## config.mk

```make
export PLATFORM = sky130hd
export DESIGN_NAME = pgp_signature_packet_parser
export DESIGN_NICKNAME = d
export VERILOG_FILES = /design/src/hw/rtl/pgpsig_pkg.sv /design/src/hw/rtl/pgp_signature_packet_parser.sv
export SDC_FILE = /design/constraint.sdc
export NUM_CORES = 1
export LEC_CHECK = 0
export BUFFER_PORTS_ARGS = -buffer_cell sky130_fd_sc_hd__buf_2
export CORE_MARGIN = 3
export CORE_UTILIZATION = 50
export DETAILED_ROUTE_END_ITERATION = 6
export PLACE_DENSITY = 0.7
export SYNTH_ARGS = -nofsm -noshare
export SYNTH_HDL_FRONTEND = slang
export SYNTH_SLANG_ARGS = --single-unit
```

## constraint.sdc

```tcl
create_clock -name clk -period 6.5 [get_ports clk]
set_clock_uncertainty 0.2 [all_clocks]
set_input_delay 1.3 -clock clk [delete_from_list [all_inputs] [get_ports clk]]
set_output_delay 1.3 -clock clk [all_outputs]
set_load 0.03 [all_outputs]
```

## src/hw/rtl/pgpsig_pkg.sv

```systemverilog
// ----------------------------------------------------------------------------
// pgpsig_pkg
// Types and codes shared by the version-4 signature packet parser: the
// transaction structs of both channels, the parser phases, field tags,
// error codes, public-key algorithm numbers and subpacket length codes.
// ----------------------------------------------------------------------------
package pgpsig_pkg;

  // Input transaction: one byte of the packet body
  typedef struct packed {
    logic [7:0] in_byte;
    logic       body_last;
  } byte_t;

  // Result transaction: the byte and its tags
  typedef struct packed {
    logic [7:0]  out_byte;
    logic [3:0]  field_kind;
    logic [31:0] subpacket_length;
    logic        subpacket_first;
    logic        subpacket_end;
    logic        mpi_number;
    logic [13:0] mpi_byte_count;
    logic [1:0]  error_code;
    logic        packet_done;
  } tag_t;

  // Parser phases. Each subpacket area owns four: header start, second
  // octet of a two-octet length, octets of a five-octet length, body.
  typedef enum logic [4:0] {
    PH_VER    = 5'd0,
    PH_TYPE   = 5'd1,
    PH_PK     = 5'd2,
    PH_HASH   = 5'd3,
    PH_HLEN0  = 5'd4,
    PH_HLEN1  = 5'd5,
    PH_HSTART = 5'd6,
    PH_HHDR2  = 5'd7,
    PH_HHDR5  = 5'd8,
    PH_HBODY  = 5'd9,
    PH_ULEN0  = 5'd10,
    PH_ULEN1  = 5'd11,
    PH_USTART = 5'd12,
    PH_UHDR2  = 5'd13,
    PH_UHDR5  = 5'd14,
    PH_UBODY  = 5'd15,
    PH_FRAG0  = 5'd16,
    PH_FRAG1  = 5'd17,
    PH_MLEN0  = 5'd18,
    PH_MLEN1  = 5'd19,
    PH_MDATA  = 5'd20,
    PH_TRAIL  = 5'd21,
    PH_HALT   = 5'd22
  } phase_t;

  // Field tags
  localparam logic [3:0] KIND_VERSION     = 4'd0;
  localparam logic [3:0] KIND_TYPE        = 4'd1;
  localparam logic [3:0] KIND_PK_ALGO     = 4'd2;
  localparam logic [3:0] KIND_HASH_ALGO   = 4'd3;
  localparam logic [3:0] KIND_HASHED_LEN  = 4'd4;
  localparam logic [3:0] KIND_HASHED_HDR  = 4'd5;
  localparam logic [3:0] KIND_HASHED_BODY = 4'd6;
  localparam logic [3:0] KIND_UNHASH_LEN  = 4'd7;
  localparam logic [3:0] KIND_UNHASH_HDR  = 4'd8;
  localparam logic [3:0] KIND_UNHASH_BODY = 4'd9;
  localparam logic [3:0] KIND_FRAGMENT    = 4'd10;
  localparam logic [3:0] KIND_MPI_LEN     = 4'd11;
  localparam logic [3:0] KIND_MPI_DATA    = 4'd12;
  localparam logic [3:0] KIND_IGNORED     = 4'd13;

  // Error codes
  localparam logic [1:0] ERR_NONE    = 2'd0;
  localparam logic [1:0] ERR_OVERRUN = 2'd1;
  localparam logic [1:0] ERR_EARLY   = 2'd2;
  localparam logic [1:0] ERR_ALGO    = 2'd3;

  // Public-key algorithms
  localparam logic [7:0] ALG_RSA_ANY  = 8'd1;
  localparam logic [7:0] ALG_RSA_SIGN = 8'd3;
  localparam logic [7:0] ALG_DSA      = 8'd17;

  // Subpacket length encoding
  localparam logic [7:0] LEN_TWO_MIN  = 8'd192;
  localparam logic [7:0] LEN_FIVE_TAG = 8'hff;
  localparam logic [2:0] LEN_FIVE_CNT = 3'd4;

endpackage

```

## src/hw/rtl/pgp_signature_packet_parser.sv

```systemverilog
// ----------------------------------------------------------------------------
// pgp_signature_packet_parser
// Streaming tagger for the body of a version-4 signature packet.
// ----------------------------------------------------------------------------
// Takes one packet-body byte per transaction and returns exactly one result
// per byte: the byte with its field tag, decoded subpacket and MPI lengths,
// the latched error code and an end-of-packet flag. It takes one byte per
// clock unless a held result is stalled, and each result is registered on
// acceptance. The parser state is updated by a single pass of logic per
// byte; the result register takes a new byte in the cycle the previous
// result leaves, so byte_stall rises only when a held result is stalled.
// After the byte marked body_last all state returns to its reset value.
// After an error every further byte is tagged ignored until body_last.
// ----------------------------------------------------------------------------
module pgp_signature_packet_parser (
  input  logic              clk,
  input  logic              rst,
  // byte input channel
  input  logic              byte_valid,
  output logic              byte_stall,
  input  pgpsig_pkg::byte_t byte_data,
  // result channel
  output logic              tag_valid,
  input  logic              tag_stall,
  output pgpsig_pkg::tag_t  tag_data
);

  // State registers
  pgpsig_pkg::phase_t phase, phase_next;
  logic [15:0] area_left, area_left_next;
  logic [31:0] subpacket_left, subpacket_left_next;
  logic [31:0] length_gather, length_gather_next;
  logic [2:0]  header_bytes_seen, header_bytes_seen_next;
  logic [7:0]  pk_algorithm, pk_algorithm_next;
  logic [13:0] mpi_left, mpi_left_next;
  logic        current_mpi, current_mpi_next;
  logic [1:0]  error_latch, error_latch_next;
  logic [1:0]  error_out;

  logic        accept;
  logic [7:0]  b;
  logic        last;
  pgpsig_pkg::tag_t tag_next;

  // Shared decode helpers
  logic        hashed;
  pgpsig_pkg::phase_t ph_start, ph_after, ph_body, ph_hdr2, ph_hdr5;
  logic [15:0] area_dec;
  logic [31:0] sub_dec;
  logic [13:0] mpi_dec;
  logic        hdr_done;
  logic [31:0] hdr_len;
  logic [2:0]  hbs_inc;
  logic [16:0] mpi_bits7;
  logic [13:0] mpi_len;
  logic        algo_ok;
  logic        dsa_more;

  assign accept     = byte_valid && !byte_stall;
  assign byte_stall = tag_valid && tag_stall;
  assign b          = byte_data.in_byte;
  assign last       = byte_data.body_last;

  // Area selection and arithmetic shared by both blocks
  always_comb begin
    hashed   = (phase == pgpsig_pkg::PH_HSTART) || (phase == pgpsig_pkg::PH_HHDR2) ||
               (phase == pgpsig_pkg::PH_HHDR5)  || (phase == pgpsig_pkg::PH_HBODY);
    ph_start = hashed ? pgpsig_pkg::PH_HSTART : pgpsig_pkg::PH_USTART;
    ph_after = hashed ? pgpsig_pkg::PH_ULEN0  : pgpsig_pkg::PH_FRAG0;
    ph_body  = hashed ? pgpsig_pkg::PH_HBODY  : pgpsig_pkg::PH_UBODY;
    ph_hdr2  = hashed ? pgpsig_pkg::PH_HHDR2  : pgpsig_pkg::PH_UHDR2;
    ph_hdr5  = hashed ? pgpsig_pkg::PH_HHDR5  : pgpsig_pkg::PH_UHDR5;
    area_dec = area_left - 16'd1;
    sub_dec  = subpacket_left - 32'd1;
    mpi_dec  = mpi_left - 14'd1;
    hbs_inc  = header_bytes_seen + 3'd1;
    mpi_bits7 = {1'b0, length_gather[15:8], b} + 17'd7;
    mpi_len   = mpi_bits7[16:3];
    algo_ok  = (pk_algorithm == pgpsig_pkg::ALG_RSA_ANY) ||
               (pk_algorithm == pgpsig_pkg::ALG_RSA_SIGN) ||
               (pk_algorithm == pgpsig_pkg::ALG_DSA);
    dsa_more = (pk_algorithm == pgpsig_pkg::ALG_DSA) && !current_mpi;
  end

  // Subpacket length header completion
  always_comb begin
    hdr_done = 1'b0;
    hdr_len  = 32'd0;
    case (phase)
      pgpsig_pkg::PH_HSTART, pgpsig_pkg::PH_USTART: begin
        if (b < pgpsig_pkg::LEN_TWO_MIN) begin
          hdr_done = 1'b1;
          hdr_len  = {24'd0, b};
        end
      end
      pgpsig_pkg::PH_HHDR2, pgpsig_pkg::PH_UHDR2: begin
        hdr_done = 1'b1;
        hdr_len  = length_gather + {24'd0, b} + {24'd0, pgpsig_pkg::LEN_TWO_MIN};
      end
      pgpsig_pkg::PH_HHDR5, pgpsig_pkg::PH_UHDR5: begin
        hdr_done = (hbs_inc >= pgpsig_pkg::LEN_FIVE_CNT);
        hdr_len  = {length_gather[23:0], b};
      end
      default: begin
        hdr_done = 1'b0;
      end
    endcase
  end

  // Next state
  always_comb begin
    phase_next             = phase;
    area_left_next         = area_left;
    subpacket_left_next    = subpacket_left;
    length_gather_next     = length_gather;
    header_bytes_seen_next = header_bytes_seen;
    pk_algorithm_next      = pk_algorithm;
    mpi_left_next          = mpi_left;
    current_mpi_next       = current_mpi;
    error_latch_next       = error_latch;

    unique case (phase)
      pgpsig_pkg::PH_VER:  phase_next = pgpsig_pkg::PH_TYPE;
      pgpsig_pkg::PH_TYPE: phase_next = pgpsig_pkg::PH_PK;
      pgpsig_pkg::PH_PK: begin
        pk_algorithm_next = b;
        phase_next        = pgpsig_pkg::PH_HASH;
      end
      pgpsig_pkg::PH_HASH: phase_next = pgpsig_pkg::PH_HLEN0;
      pgpsig_pkg::PH_HLEN0: begin
        area_left_next = {b, 8'h00};
        phase_next     = pgpsig_pkg::PH_HLEN1;
      end
      pgpsig_pkg::PH_ULEN0: begin
        area_left_next = {b, 8'h00};
        phase_next     = pgpsig_pkg::PH_ULEN1;
      end
      pgpsig_pkg::PH_HLEN1: begin
        area_left_next = {area_left[15:8], b};
        phase_next = ({area_left[15:8], b} == 16'd0) ? pgpsig_pkg::PH_ULEN0
                                                     : pgpsig_pkg::PH_HSTART;
      end
      pgpsig_pkg::PH_ULEN1: begin
        area_left_next = {area_left[15:8], b};
        phase_next = ({area_left[15:8], b} == 16'd0) ? pgpsig_pkg::PH_FRAG0
                                                     : pgpsig_pkg::PH_USTART;
      end
      pgpsig_pkg::PH_HSTART, pgpsig_pkg::PH_USTART,
      pgpsig_pkg::PH_HHDR2, pgpsig_pkg::PH_UHDR2,
      pgpsig_pkg::PH_HHDR5, pgpsig_pkg::PH_UHDR5: begin
        area_left_next = area_dec;
        if (hdr_done) begin
          length_gather_next = hdr_len;
          if (hdr_len > {16'd0, area_dec}) begin
            phase_next       = pgpsig_pkg::PH_HALT;
            error_latch_next = pgpsig_pkg::ERR_OVERRUN;
          end else if (hdr_len == 32'd0) begin
            phase_next = (area_dec == 16'd0) ? ph_after : ph_start;
          end else begin
            subpacket_left_next = hdr_len;
            phase_next          = ph_body;
          end
        end else begin
          // header continues: start of a long form or inside a five-octet one
          if (phase == ph_start) begin
            header_bytes_seen_next = 3'd0;
            if (b == pgpsig_pkg::LEN_FIVE_TAG) begin
              length_gather_next = 32'd0;
              phase_next         = ph_hdr5;
            end else begin
              length_gather_next = {16'd0, b - pgpsig_pkg::LEN_TWO_MIN, 8'h00};
              phase_next         = ph_hdr2;
            end
            if (b != pgpsig_pkg::LEN_FIVE_TAG) begin
              header_bytes_seen_next = header_bytes_seen;
            end
          end else begin
            length_gather_next     = hdr_len;
            header_bytes_seen_next = hbs_inc;
          end
          if (area_dec == 16'd0) begin
            phase_next       = pgpsig_pkg::PH_HALT;
            error_latch_next = pgpsig_pkg::ERR_OVERRUN;
          end
        end
      end
      pgpsig_pkg::PH_HBODY, pgpsig_pkg::PH_UBODY: begin
        area_left_next      = area_dec;
        subpacket_left_next = sub_dec;
        if (sub_dec == 32'd0) begin
          phase_next = (area_dec == 16'd0) ? ph_after : ph_start;
        end
      end
      pgpsig_pkg::PH_FRAG0: phase_next = pgpsig_pkg::PH_FRAG1;
      pgpsig_pkg::PH_FRAG1: begin
        if (algo_ok) begin
          current_mpi_next = 1'b0;
          phase_next       = pgpsig_pkg::PH_MLEN0;
        end else begin
          phase_next       = pgpsig_pkg::PH_HALT;
          error_latch_next = pgpsig_pkg::ERR_ALGO;
        end
      end
      pgpsig_pkg::PH_MLEN0: begin
        length_gather_next = {16'd0, b, 8'h00};
        phase_next         = pgpsig_pkg::PH_MLEN1;
      end
      pgpsig_pkg::PH_MLEN1: begin
        length_gather_next = {18'd0, mpi_len};
        mpi_left_next      = mpi_len;
        if (mpi_len != 14'd0) begin
          phase_next = pgpsig_pkg::PH_MDATA;
        end else if (dsa_more) begin
          current_mpi_next = 1'b1;
          phase_next       = pgpsig_pkg::PH_MLEN0;
        end else begin
          phase_next = pgpsig_pkg::PH_TRAIL;
        end
      end
      pgpsig_pkg::PH_MDATA: begin
        mpi_left_next = mpi_dec;
        if (mpi_dec == 14'd0) begin
          if (dsa_more) begin
            current_mpi_next = 1'b1;
            phase_next       = pgpsig_pkg::PH_MLEN0;
          end else begin
            phase_next = pgpsig_pkg::PH_TRAIL;
          end
        end
      end
      default: begin
        phase_next = phase;
      end
    endcase

    // early end, reported on this byte
    if (last && (phase_next != pgpsig_pkg::PH_TRAIL) &&
        (error_latch_next == pgpsig_pkg::ERR_NONE)) begin
      error_latch_next = pgpsig_pkg::ERR_EARLY;
    end
    error_out = error_latch_next;

    // end of packet: back to reset values
    if (last) begin
      phase_next             = pgpsig_pkg::PH_VER;
      area_left_next         = 16'd0;
      subpacket_left_next    = 32'd0;
      length_gather_next     = 32'd0;
      header_bytes_seen_next = 3'd0;
      pk_algorithm_next      = 8'd0;
      mpi_left_next          = 14'd0;
      current_mpi_next       = 1'b0;
      error_latch_next       = pgpsig_pkg::ERR_NONE;
    end
  end

  // Result fields
  always_comb begin
    tag_next                  = '0;
    tag_next.out_byte         = b;
    tag_next.field_kind       = pgpsig_pkg::KIND_IGNORED;
    tag_next.error_code       = error_out;
    tag_next.packet_done      = last;

    unique case (phase)
      pgpsig_pkg::PH_VER:   tag_next.field_kind = pgpsig_pkg::KIND_VERSION;
      pgpsig_pkg::PH_TYPE:  tag_next.field_kind = pgpsig_pkg::KIND_TYPE;
      pgpsig_pkg::PH_PK:    tag_next.field_kind = pgpsig_pkg::KIND_PK_ALGO;
      pgpsig_pkg::PH_HASH:  tag_next.field_kind = pgpsig_pkg::KIND_HASH_ALGO;
      pgpsig_pkg::PH_HLEN0, pgpsig_pkg::PH_HLEN1:
        tag_next.field_kind = pgpsig_pkg::KIND_HASHED_LEN;
      pgpsig_pkg::PH_ULEN0, pgpsig_pkg::PH_ULEN1:
        tag_next.field_kind = pgpsig_pkg::KIND_UNHASH_LEN;
      pgpsig_pkg::PH_HSTART, pgpsig_pkg::PH_USTART,
      pgpsig_pkg::PH_HHDR2, pgpsig_pkg::PH_UHDR2,
      pgpsig_pkg::PH_HHDR5, pgpsig_pkg::PH_UHDR5: begin
        tag_next.field_kind = hashed ? pgpsig_pkg::KIND_HASHED_HDR
                                     : pgpsig_pkg::KIND_UNHASH_HDR;
        if (hdr_done) begin
          tag_next.subpacket_length = hdr_len;
        end
      end
      pgpsig_pkg::PH_HBODY, pgpsig_pkg::PH_UBODY: begin
        tag_next.field_kind = hashed ? pgpsig_pkg::KIND_HASHED_BODY
                                     : pgpsig_pkg::KIND_UNHASH_BODY;
        tag_next.subpacket_length = length_gather;
        tag_next.subpacket_first  = (subpacket_left == length_gather);
        tag_next.subpacket_end    = (subpacket_left == 32'd1);
      end
      pgpsig_pkg::PH_FRAG0, pgpsig_pkg::PH_FRAG1:
        tag_next.field_kind = pgpsig_pkg::KIND_FRAGMENT;
      pgpsig_pkg::PH_MLEN0: begin
        tag_next.field_kind = pgpsig_pkg::KIND_MPI_LEN;
        tag_next.mpi_number = current_mpi;
      end
      pgpsig_pkg::PH_MLEN1: begin
        tag_next.field_kind     = pgpsig_pkg::KIND_MPI_LEN;
        tag_next.mpi_number     = current_mpi;
        tag_next.mpi_byte_count = mpi_len;
      end
      pgpsig_pkg::PH_MDATA: begin
        tag_next.field_kind     = pgpsig_pkg::KIND_MPI_DATA;
        tag_next.mpi_number     = current_mpi;
        tag_next.mpi_byte_count = length_gather[13:0];
      end
      default: begin
        tag_next.field_kind = pgpsig_pkg::KIND_IGNORED;
      end
    endcase
  end

  // Parser state, advanced once per accepted byte
  always_ff @(posedge clk) begin
    if (rst) begin
      phase             <= pgpsig_pkg::PH_VER;
      area_left         <= 16'd0;
      subpacket_left    <= 32'd0;
      length_gather     <= 32'd0;
      header_bytes_seen <= 3'd0;
      pk_algorithm      <= 8'd0;
      mpi_left          <= 14'd0;
      current_mpi       <= 1'b0;
      error_latch       <= pgpsig_pkg::ERR_NONE;
    end else if (accept) begin
      phase             <= phase_next;
      area_left         <= area_left_next;
      subpacket_left    <= subpacket_left_next;
      length_gather     <= length_gather_next;
      header_bytes_seen <= header_bytes_seen_next;
      pk_algorithm      <= pk_algorithm_next;
      mpi_left          <= mpi_left_next;
      current_mpi       <= current_mpi_next;
      error_latch       <= error_latch_next;
    end
  end

  // Result register valid
  always_ff @(posedge clk) begin
    if (rst) begin
      tag_valid <= 1'b0;
    end else if (accept) begin
      tag_valid <= 1'b1;
    end else if (!tag_stall) begin
      tag_valid <= 1'b0;
    end
  end

  // Result register payload
  always_ff @(posedge clk) begin
    if (accept) begin
      tag_data <= tag_next;
    end
  end

  // Assertions
  a_last_resets: assert property (@(posedge clk) disable iff (rst)
    accept && last |=> phase == pgpsig_pkg::PH_VER)
    else $error("parser not back at version octet after body_last");

  a_halt_has_error: assert property (@(posedge clk) disable iff (rst)
    phase == pgpsig_pkg::PH_HALT |-> error_latch != pgpsig_pkg::ERR_NONE)
    else $error("parser halted without a latched error");

  a_mdata_nonzero: assert property (@(posedge clk) disable iff (rst)
    phase == pgpsig_pkg::PH_MDATA |-> mpi_left != 14'd0)
    else $error("MPI data phase with no bytes left");

  a_stall_needs_result: assert property (@(posedge clk) disable iff (rst)
    byte_stall |-> tag_valid)
    else $error("input stalled with no result held");

  a_accept_gives_result: assert property (@(posedge clk) disable iff (rst)
    accept |=> tag_valid)
    else $error("accepted byte produced no result");

endmodule

```

# Word level (Yosys, flattened, before mapping)
# Cells that the tools add are included.
# word_totals
output_inout_bits	66
input_bits	13
register_bits	178
# classes
n_reduce_logical	49
muxes	67
n_lt_le_gt_ge	3
add_sub_neg	8
eq_ne	39
# ops
cell	n
2-to-1 mux 32 bit	8
case mux 32 bit (3 select lines)	2
case mux 32 bit (2 select lines)	2
case mux 5 bit (15 select lines)	1
logical NOT 32 bit	2
case mux 14 bit (2 select lines)	2
2-to-1 mux 5 bit	11
case mux 16 bit (3 select lines)	1
case mux 4 bit (11 select lines)	1
== test 5 x 4 -> 1 bit, second input constant	8
adder 32 x 8 -> 32 bit	1
adder 32 x 8 -> 32 bit, second input constant	1
== test 32 x 1 -> 1 bit, second input constant	1
== test 32 bit	1
> comparator 32 x 16 -> 1 bit	1
logical NOT 16 bit	2
2-to-1 mux 16 bit	2
subtractor 32 x 1 -> 32 bit, second input constant	1
2-to-1 mux 3 bit	10
== test 5 bit, second input constant	5
2-to-1 mux 4 bit	6
2-to-1 mux 8 bit	3
!= test 3 bit, second input constant	7
== test 5 x 3 -> 1 bit, second input constant	4
other kinds (41)	83

# Logic depth before layout (Yosys ltp)
# Gate-level depths: netlist of the first run.
# depth
depth_word	15
ltp_mapped	27

# Least setup slack after synthesis of the first run
# No wires, ideal clock.
# synth_timing
path_kind	input -> register
start	input byte_data[8] in the netlist's numbering
end	register subpacket_left[25]
arrival_ns	5.892
required_ns	6.230
cell_stages	25
slack_ns	0.337
setup_ns	0.070
path_buffers	4
cell_sequence	clkbuf_1 -> inv_1 -> ha_1 -> inv_1 -> ha_1 -> o211ai_2 -> and2_1 -> buf_6 -> a21o_1 -> buf_6 -> xor2_1 -> o21ai_0 -> ha_1 -> a211oi_1 -> nor2_1 -> o21ai_0 -> a21o_1 -> a21oi_1 -> nor3_1 -> nand4_4 -> o31ai_4 -> nand2_2 -> buf_6 -> or3_1 -> a21oi_1
# synth_between
elab_chain_cells	8
word_cells_on_any_way	18
cone_classes	add/sub: 2; order compare: 2; eq/ne: 3; mux: 9; reduce/logical: 2
# synth_lines
item	line	rtl
from (decl)	pgp_signature_packet_parser.sv:21	input pgpsig_pkg::byte_t byte_data,
parallel branches: the longest is 8 deep, another holds adder 32 x 8 -> 32 bit	--	
to (signal assigned)	pgp_signature_packet_parser.sv:327	subpacket_left <= subpacket_left_next;
to (decl)	pgp_signature_packet_parser.sv:31	logic [31:0] subpacket_left, subpacket_left_next;
# Parallel ways; which one is timed is not known. The select of a mux whose other input is x is not followed.
# A chain may end at the register's enable or synchronous reset.

# Final worst setup path of the first run
# layout_timing
start	input byte_data[7] in the netlist's numbering
end	register subpacket_left[18]
# Same word-level chain as after synthesis.

==> results of run 1 <==
[final timing paths]
kind / start / to / slack, ps / depth (start not counted)
max: byte_data[7] / subpacket_left[18]$_SDFFE_PP0P_ / 660 / 23
min: header_bytes_seen[1]$_SDFFE_PP0P_ / header_bytes_seen[1]$_SDFFE_PP0P_ / 280 / 2
max reg2reg: length_gather[6]$_SDFFE_PP0P_ / subpacket_left[18]$_SDFFE_PP0P_ / 900 / 22
min reg2reg: header_bytes_seen[1]$_SDFFE_PP0P_ / header_bytes_seen[1]$_SDFFE_PP0P_ / 280 / 2
[worst reg2reg max path: cells and delay by family (launching register included)]
family | cells | cell delay, ps
xor gates and xnor gates | 1 | 140
buffers and inverters | 3 | 470
adders and majority gates | 3 | 1050
AOI/OAI and AO/OA | 7 | 1210
DFF | 1 | 490
and+or+nand+nor | 8 | 1940
[report_power, final]
part	internal, uW	leakage (uW)	switching (uW)	total, uW
clock network	511	0.000275	530	1040
registers	1170	0.00156	8.93	1180
logic	76.0	0.00377	198	274
total	1760	0.00561	737	2500
[area by class of cell]
cell class	instances	share of cell area [%]
Sequential cell	178	29.7
Clock buffer	18	3.03
Timing Repair Buffer	145	6.32
Tap cell	330	2.91
Multi-Input combinational cell	1246	55.9
Inverter	44	1.17
Clock inverter	14	1.01
[logic make-up after synthesis]
kind of cell / synth area share, %
AND/OR/NAND/NOR: 24.9
AO/OA/AOI/OAI: 24.5
buffers and inverters: 5.68
flip-flops: 32.8
XOR/XNOR: 7.23
adder cells (fa/ha/maj): 4.64
multiplexers: 0.322
[cell usage after synthesis (6+ instances only)]
cell type / count / share of area, %
nor2_1: 178 / 5.2
nand2_1: 136 / 4.0
a21oi_1: 120 / 4.7
dfxtp_1: 114 / 18
clkbuf_1: 110 / 3.2
o21ai_0: 79 / 3.1
xor2_1: 67 / 4.6
edfxtp_1: 64 / 15
nor3_1: 56 / 2.2
ha_1: 46 / 4.5
nand3_1: 44 / 1.7
a22oi_1: 43 / 2.5
inv_1: 43 / 1.3
xnor2_1: 39 / 2.7
a22o_1: 35 / 2.4
or3_1: 35 / 1.7
nor4_1: 32 / 1.6
nand4_1: 28 / 1.4
nand2b_1: 21 / 1.0
a211oi_1: 19 / 1.1
a21o_1: 16 / 0.94
o21ai_1: 15 / 0.58
nor2b_1: 14 / 0.68
buf_2: 13 / 0.51
o211ai_1: 13 / 0.76
o22ai_1: 12 / 0.58
or4_1: 12 / 0.70
and3_1: 10 / 0.49
a221oi_1: 9 / 0.61
a31oi_1: 9 / 0.44
buf_1: 9 / 0.26
o2111ai_1: 9 / 0.61
o32ai_1: 9 / 0.61
and4_1: 8 / 0.55
nor3b_1: 7 / 0.41
nor4b_1: 7 / 0.48
o31ai_1: 7 / 0.41
nand3b_1: 6 / 0.35
or2_2: 6 / 0.29
[layer usage]
metal | wire length, um | GRT usage, % | up-vias
met5 | 0 | 0 | -
li1 | - | - | 5961
met1 | 18500 | 43.6 | 6239
met4 | 3030 | 18.0 | 0
met2 | 21000 | 51.1 | 788
met3 | 3880 | 4.74 | 185
[flip-flops by register name, indices dropped and copies added (netlist names)]
name               count
area_left             16
current_mpi            1
error_latch            2
header_bytes_seen      3
length_gather         32
mpi_left              14
phase                  5
pk_algorithm           8
subpacket_left        32
tag_data              64
tag_valid              1
[cell usage in the layout, fill, tap and decap left out, types with 44 or more instances in the layout]
master,n
buf_4,68
buf_2,77
nand3_1,44
ha_1,46
a21oi_1,120
edfxtp_1,64
nor3_1,55
xor2_1,67
nor2_1,178
nand2_1,136
o21ai_0,79
dfxtp_1,114
[metrics by stage]
stage,hold WS (ps),std cells
3_5_place_dp,261,1943
4_1_cts,271,1975
5_1_grt,318,1975
6_report,275,1975
3_3_place_gp,243,1943
2_1_floorplan,236,1605
==> metrics.txt, run 1 <==
outcome finished, final reports clean; clock slew seen by the registers of the worst setup and hold paths 80 ps; grt ovf 0; post-route cell area 14200 um2; setup_tns 0 ps; initial antenna violation count 0; worst setup path category in2reg; Power Dens Cells 176 nW/um2; Slew HR 30.8%; CP most frequent cell ha_1; total die area 27600 um2; crit-path max cell delay 580 ps; FF/Latch Area 4200 um2; synthesized instance count 1605; RSZ-0062 raised after global routing no; final cycle utilization of the critical path 89.9%; CP max stage cell or4_1; VDD IR max 152 uV; die width 166 um; Fin. Hold Viols 0; CTS max path bufs 2; worst-skew pair later-pin latency 450 ps; ANT nets after route 0; initial drt markers 1757; vias in the first global route 12000; DRT Wirelength 46400 um; actual slew at the worst max-slew pin 1040 ps; HP Class reg2reg; Overall Power 2500 uW; FILL cells 2366; Startpoint Class primary input; Vert. Die Dim 166 um; dpl ws 262 ps; Max Fclk 171 MHz; fin. max-slew vios 0; largest net degree at the start of global routing 81; Resized cells post-CTS 0; I/O pins 79; worst endpoint required time 6650 ps; CTS tree done; Via Count 13200; Syn Area/Cell 8.00 um2; Final setup violation count 0; Bufs and invs on worst path 4; Util after Layout 56.3%; Yosys warnings 0; root buffer cell clkbuf_16; Syn-to-layout area delta 10.4%; asr flop ratio synth 0%; critical path data arrival time 5990 ps; Crit Path Max Fanout 8; total global-route track usage 32.6%; core area 25200 um2; CTS Hold Bufs 0; gp weighted congestion 1.02; sequential area share after synthesis 32.8%; Starting Density 51.0%; WL/cell 23.5 um; Net Count, Synth 1665; number of distinct library cells after synthesis 91; Critical Path, Cell by Cell buf_2 > inv_1 > ha_1 > inv_1 > ha_1 > nand4_1 > or4_1 > and2_1 > xnor2_1 > a22o_1 > ha_1 > o21ai_0 > nor2_1 > o21ai_0 > a21o_1 > a21oi_1 > nor3_1 > nand4_4 > o31ai_4 > buf_4 > nand3_2 > or2_0 > o32ai_1; Yosys reg bits 178; layout cells sized above 1 13.3%; Nets 1692; first-pass GRT wire length 71800 um; CTS buffer count 17; Pre-Repair DR Iteration Count 6; htree depth 4; ant diodes 0; row count 58; Post-synth EDFFs 64; Post-DP Area 13600 um2; P_leak 0.00561 uW; DRC 0; Max Cap Viol 0; Critical Path Sink Type flop; prevailing post-synth register cell dfxtp_1; multi-input logic area 7920 um2; Synth Cell Area 12800 um2; Vias per Instance 6.67; DP Wirelength 33600 um; PnR worst setup slack 656 ps; fin crit period 5840 ps; PortBufs 78; CP top delay family simple AND/OR/NAND/NOR gates; Setup Fix Bufs, Post-CTS 0; clk sinks 178
Power figures use the tool's default switching activity.
==> run 2: changes to the inputs <==
--- a/config.mk
+++ b/config.mk
@@ -10,6 +10,8 @@
 export CORE_UTILIZATION = 50
 export DETAILED_ROUTE_END_ITERATION = 6
 export PLACE_DENSITY = 0.7
+export REMOVE_ABC_BUFFERS = 1
+export SLEW_MARGIN = 20
 export SYNTH_ARGS = -nofsm -noshare
 export SYNTH_HDL_FRONTEND = slang
 export SYNTH_SLANG_ARGS = --single-unit
==> metrics.txt, run 2 (synthesized netlist as in run 1, its figures left out) <==
row count 58; worst reg2reg path endpoint subpacket_left[19]$_SDFFE_PP0P_; Bufs and invs on worst path 3; Worst Hold Launch header_bytes_seen[1]$_SDFFE_PP0P_; reg2reg setup slack 840 ps; fin crit period 5910 ps; ant diodes 0; ANT nets after route 0; most common cell after layout, fill and taps aside nor2_1; Overall Power 2570 uW; fin. max-slew vios 0; gp weighted congestion 1.03; critical path data arrival time 6080 ps; Vias per Instance 6.67; biggest regs tag_data (64), length_gather (32), subpacket_left (32); CP max stage cell fa_1; htree depth 4; CTS buffer count 17; DP Wirelength 33300 um; die width 166 um; Power Dens Cells 181 nW/um2; Fin. Hold Viols 0; Resized cells post-CTS 0; total die area 27600 um2; first-pass GRT wire length 70800 um; vias in the first global route 12100; core area 25200 um2; worst endpoint required time 6670 ps; Syn-to-layout area delta 10.6%; Critical Path, Cell by Cell buf_2 > ha_1 > ha_1 > inv_1 > fa_1 > nand2b_1 > a21bo_2 > a21o_1 > xor2_1 > o21ai_0 > ha_1 > a211oi_1 > nor2_1 > o21ai_0 > a21o_1 > a21oi_1 > nor3_1 > nand4_4 > o31ai_4 > nand2_2 > buf_4 > or3_1 > a21oi_1; Util after Layout 56.4%; DRT Wirelength 46600 um; initial antenna violation count 0; CTS Hold Bufs 0; Max Fclk 169 MHz; most frequent cells in the layout nor2_1, nand2_1, a21oi_1; Startpoint Class primary input; grt ovf 0; outcome finished, final reports clean; Critical Path Sink Type flop; worst setup path category in2reg; Pre-Repair DR Iteration Count 7; root buffer cell clkbuf_16; DRC 0; Hold WS 265 ps; CTS tree done; PortBufs 78; clk sinks 178; I/O pins 79; setup_tns 0 ps; initial drt markers 1873; end of the worst hold path header_bytes_seen[1]$_SDFFE_PP0P_; CP most frequent cell ha_1; VDD IR max 158 uV; Via Count 13100; total global-route track usage 32.3%; RSZ-0062 raised after global routing no; actual slew at the worst max-slew pin 1170 ps; final cycle utilization of the critical path 91.0%; crit-path max cell delay 380 ps; worst-skew pair later-pin latency 450 ps; Reg with most FFs tag_data; Final setup violation count 0; CTS max path bufs 2; clock slew seen by the registers of the worst setup and hold paths 80 ps; Max Cap Viol 0; Vert. Die Dim 166 um; Crit Path Max Fanout 27; layout cells sized above 1 13.1%; Setup Fix Bufs, Post-CTS 0; Largest register FFs 64; HP Class reg2reg; Worst Hold Depth 2; WL/cell 23.7 um; CP top delay family compound AO/OA/AOI/OAI gates; R2R cell count 23; worst reg2reg startpoint length_gather[6]$_SDFFE_PP0P_; largest net degree at the start of global routing 48; P_leak 0.00559 uW; Starting Density 51.0%; Slew HR 20.9%; Nets 1684
==> run 2: layout make-up <==
class                      count  area [um2]
timing repair buffer         137         843
multi-input combinational   1246        7940
tap                          330         413
fill                        2321       11000
sequential                   178        4200
clock buffer                  17         425
clock inverter                15         198
inverter                      44         166
==> run 2: power breakdown <==
group	internal, uW	switching [uW]
Combinational	77.1	197
Sequential	1170	9.23
Clock	534	576
==> run 2: worst reg2reg max path, cell delays in order (launching register included) <==
cell      delay (ps)
dfxtp_1          470
inv_1            240
ha_1             340
inv_1             40
ha_1             310
buf_4            170
o211ai_2         280
and2_1           340
a21o_1           220
xor2_1            90
o21ai_0          270
ha_1             300
a211oi_1         220
nor2_1            70
o21ai_0          150
a21o_1           140
a21oi_1          100
nor3_1           310
nand4_4          150
o31ai_4          330
nand2_2           90
buf_4            230
or3_1            380
a21oi_1          160
==> run 2: worst max path at each step <==
stage / endpoint / cells past startpoint / from
finish: subpacket_left[19]$_SDFFE_PP0P_ / 23 / byte_data[2]
global route: subpacket_left[19]$_SDFFE_PP0P_ / 23 / byte_data[2]
CTS: subpacket_left[19]$_SDFFE_PP0P_ / 23 / byte_data[2]
detailed placement: subpacket_left[19]$_SDFFE_PP0P_ / 23 / byte_data[2]
global placement: subpacket_left[19]$_SDFFE_PP0P_ / 23 / byte_data[2]
floorplan: subpacket_left[12]$_SDFFE_PP0P_ / 21 / byte_data[2]
==> run 2: per-stage QoR <==
stage / worst slack (ps) / std cells / area, um2
2_1_floorplan: 269 / 1468 / 12300
3_3_place_gp: 327 / 1934 / 13500
3_5_place_dp: 191 / 1934 / 13500
4_1_cts: 646 / 1966 / 14200
5_1_grt: 179 / 1967 / 14200
6_report: 587 / 1967 / 14200
==> run 2: routing by layer <==
metal | vias up | GRT usage [%] | part of all wire, % | routed length, um
met5 | - | 0 | 0 | 0
met4 | 0 | 12.9 | 4.1 | 1920
met3 | 151 | 8.76 | 11 | 5350
met2 | 817 | 49.2 | 44 | 20400
met1 | 6189 | 43.8 | 41 | 18900
li1 | 5955 | - | - | -
==> run 3: changes to the inputs <==
--- a/config.mk
+++ b/config.mk
@@ -6,10 +6,13 @@
 export NUM_CORES = 1
 export LEC_CHECK = 0
 export BUFFER_PORTS_ARGS = -buffer_cell sky130_fd_sc_hd__buf_2
+export CELL_PAD_IN_SITES_DETAIL_PLACEMENT = 2
+export CELL_PAD_IN_SITES_GLOBAL_PLACEMENT = 2
+export CORE_ASPECT_RATIO = 1.4
 export CORE_MARGIN = 3
-export CORE_UTILIZATION = 50
+export CORE_UTILIZATION = 34
 export DETAILED_ROUTE_END_ITERATION = 6
-export PLACE_DENSITY = 0.7
+export PLACE_DENSITY_LB_ADDON = 0.1
 export REMOVE_ABC_BUFFERS = 1
 export SLEW_MARGIN = 20
 export SYNTH_ARGS = -nofsm -noshare
==> metrics.txt, run 3 (synthesized netlist as in run 1, its figures left out) <==
Max Cap Viol 0; VDD IR max 151 uV; Vias per Instance 6.18; die width 170 um; Vert. Die Dim 236 um; clk sinks 178; Power Dens Cells 185 nW/um2; worst setup path category in2reg; reg2reg setup slack 830 ps; worst reg2reg path endpoint subpacket_left[11]$_SDFFE_PP0P_; layout cells sized above 1 14.0%; CTS max path bufs 2; Startpoint Class primary input; largest net degree at the start of global routing 67; initial antenna violation count 0; Slew HR 24.2%; gp weighted congestion 0.960; Largest register FFs 64; PortBufs 78; DRT Wirelength 60700 um; fin crit period 6010 ps; R2R cell count 19; fin. max-slew vios 0; dpl ws 23.7 ps; Hold WS 308 ps; Resized cells post-CTS 0; biggest regs tag_data (64), length_gather (32), subpacket_left (32); FILL cells 4233; core area 37000 um2; ant diodes 0; DRC 0; CTS buffer count 17; DP Wirelength 45700 um; outcome finished, final reports clean; Syn-to-layout area delta 13.1%; Nets 1702; Util after Layout 39.3%; Fin. Hold Viols 0; htree depth 4; CTS tree done; CTS Hold Bufs 0; I/O pins 79; critical path data arrival time 6190 ps; initial drt markers 798; Cells after DPL 2090; Starting Density 34.7%; filler-free cell count of the finished design 2122; row count 83; root buffer cell clkbuf_16; Max Fclk 166 MHz; total global-route track usage 30.1%; total die area 40100 um2; worst endpoint required time 6690 ps; clock slew seen by the registers of the worst setup and hold paths 80 ps; Pre-Repair DR Iteration Count 5; most frequent cells in the layout nor2_1, nand2_1, a21oi_1; WL/cell 28.6 um; end of the worst hold path error_latch[0]$_SDFFE_PP0P_; Crit Path Max Fanout 23; worst-skew pair later-pin latency 480 ps; vias in the first global route 13900; RSZ-0062 raised after global routing no; ANT nets after route 0; Via Count 13100; first-pass GRT wire length 91500 um; Reg with most FFs tag_data; worst reg2reg startpoint length_gather[2]$_SDFFE_PP0P_; Worst Hold Launch error_latch[0]$_SDFFE_PP0P_; P_leak 0.00570 uW; Worst Hold Depth 2; most common cell after layout, fill and taps aside nor2_1; PnR worst setup slack 494 ps; setup_tns 0 ps; actual slew at the worst max-slew pin 1110 ps; HP Class reg2reg; final cycle utilization of the critical path 92.4%; Critical Path Sink Type flop; Final setup violation count 0; Setup Fix Bufs, Post-CTS 0; grt ovf 0
==> run 3: how the worst max path moves through the flow <==
stage,from,to,slack [ps],depth (start not counted)
floorplan,byte_data[2],subpacket_left[12]$_SDFFE_PP0P_,270,21
global placement,byte_data[2],subpacket_left[20]$_SDFFE_PP0P_,140,23
detailed placement,byte_data[2],subpacket_left[20]$_SDFFE_PP0P_,20,23
CTS,byte_data[2],subpacket_left[11]$_SDFFE_PP0P_,500,23
global route,byte_data[2],subpacket_left[20]$_SDFFE_PP0P_,50,23
finish,byte_data[2],subpacket_left[11]$_SDFFE_PP0P_,490,23
==> run 3: cell type report <==
type | count | area [um2] | area share [%]
Clock inverter | 15 | 240 | 1.66
Clock buffer | 17 | 425 | 2.93
Tap cell | 467 | 584 | 4.03
Inverter | 44 | 166 | 1.15
Multi-Input combinational cell | 1246 | 7920 | 54.6
Sequential cell | 178 | 4200 | 29.0
Timing Repair Buffer | 155 | 971 | 6.69
==> run 3: metal layers <==
| layer | up-vias | track usage (%) | part of all wire, % |
|---|---|---|---|
| met1 | 6737 | 35.7 | 41 |
| li1 | 5968 | - | - |
| met3 | 118 | 3.15 | 2.7 |
| met2 | 284 | 53.5 | 52 |
| met5 | - | 0 | 0 |
| met4 | 0 | 14.5 | 5.1 |
==> run 3: where the power goes <==
group	internal [uW]	total (uW)	switching, uW	leakage (uW)
logic	78.7	290	212	0.00382
registers	1170	1180	10.3	0.00156
clock network	665	1220	551	0.000321
==> run 3: critical path: stages <==
cell and delay (ps):
buf_2 110, ha_1 280, ha_1 180, inv_1 60, fa_1 400, nand2b_1 210, a21bo_2 280, a211oi_1 310
xnor2_1 110, o21ai_1 320, ha_1 300, o21ai_0 160, nand2b_1 90, a21oi_1 150, a21o_1 100, a21oi_1 90
nor3_1 300, nand4_4 160, o31ai_4 380, nand2_2 110, buf_4 250, or3_1 380, a21oi_1 140
==> run 3: metrics by stage <==
stage	instance area, um2	total power (uW)
final	14500	2690
after global routing	14500	2780
after CTS	14500	2720
after detailed placement	13800	1500
after global placement	13800	1500
after floorplan	12300	1370
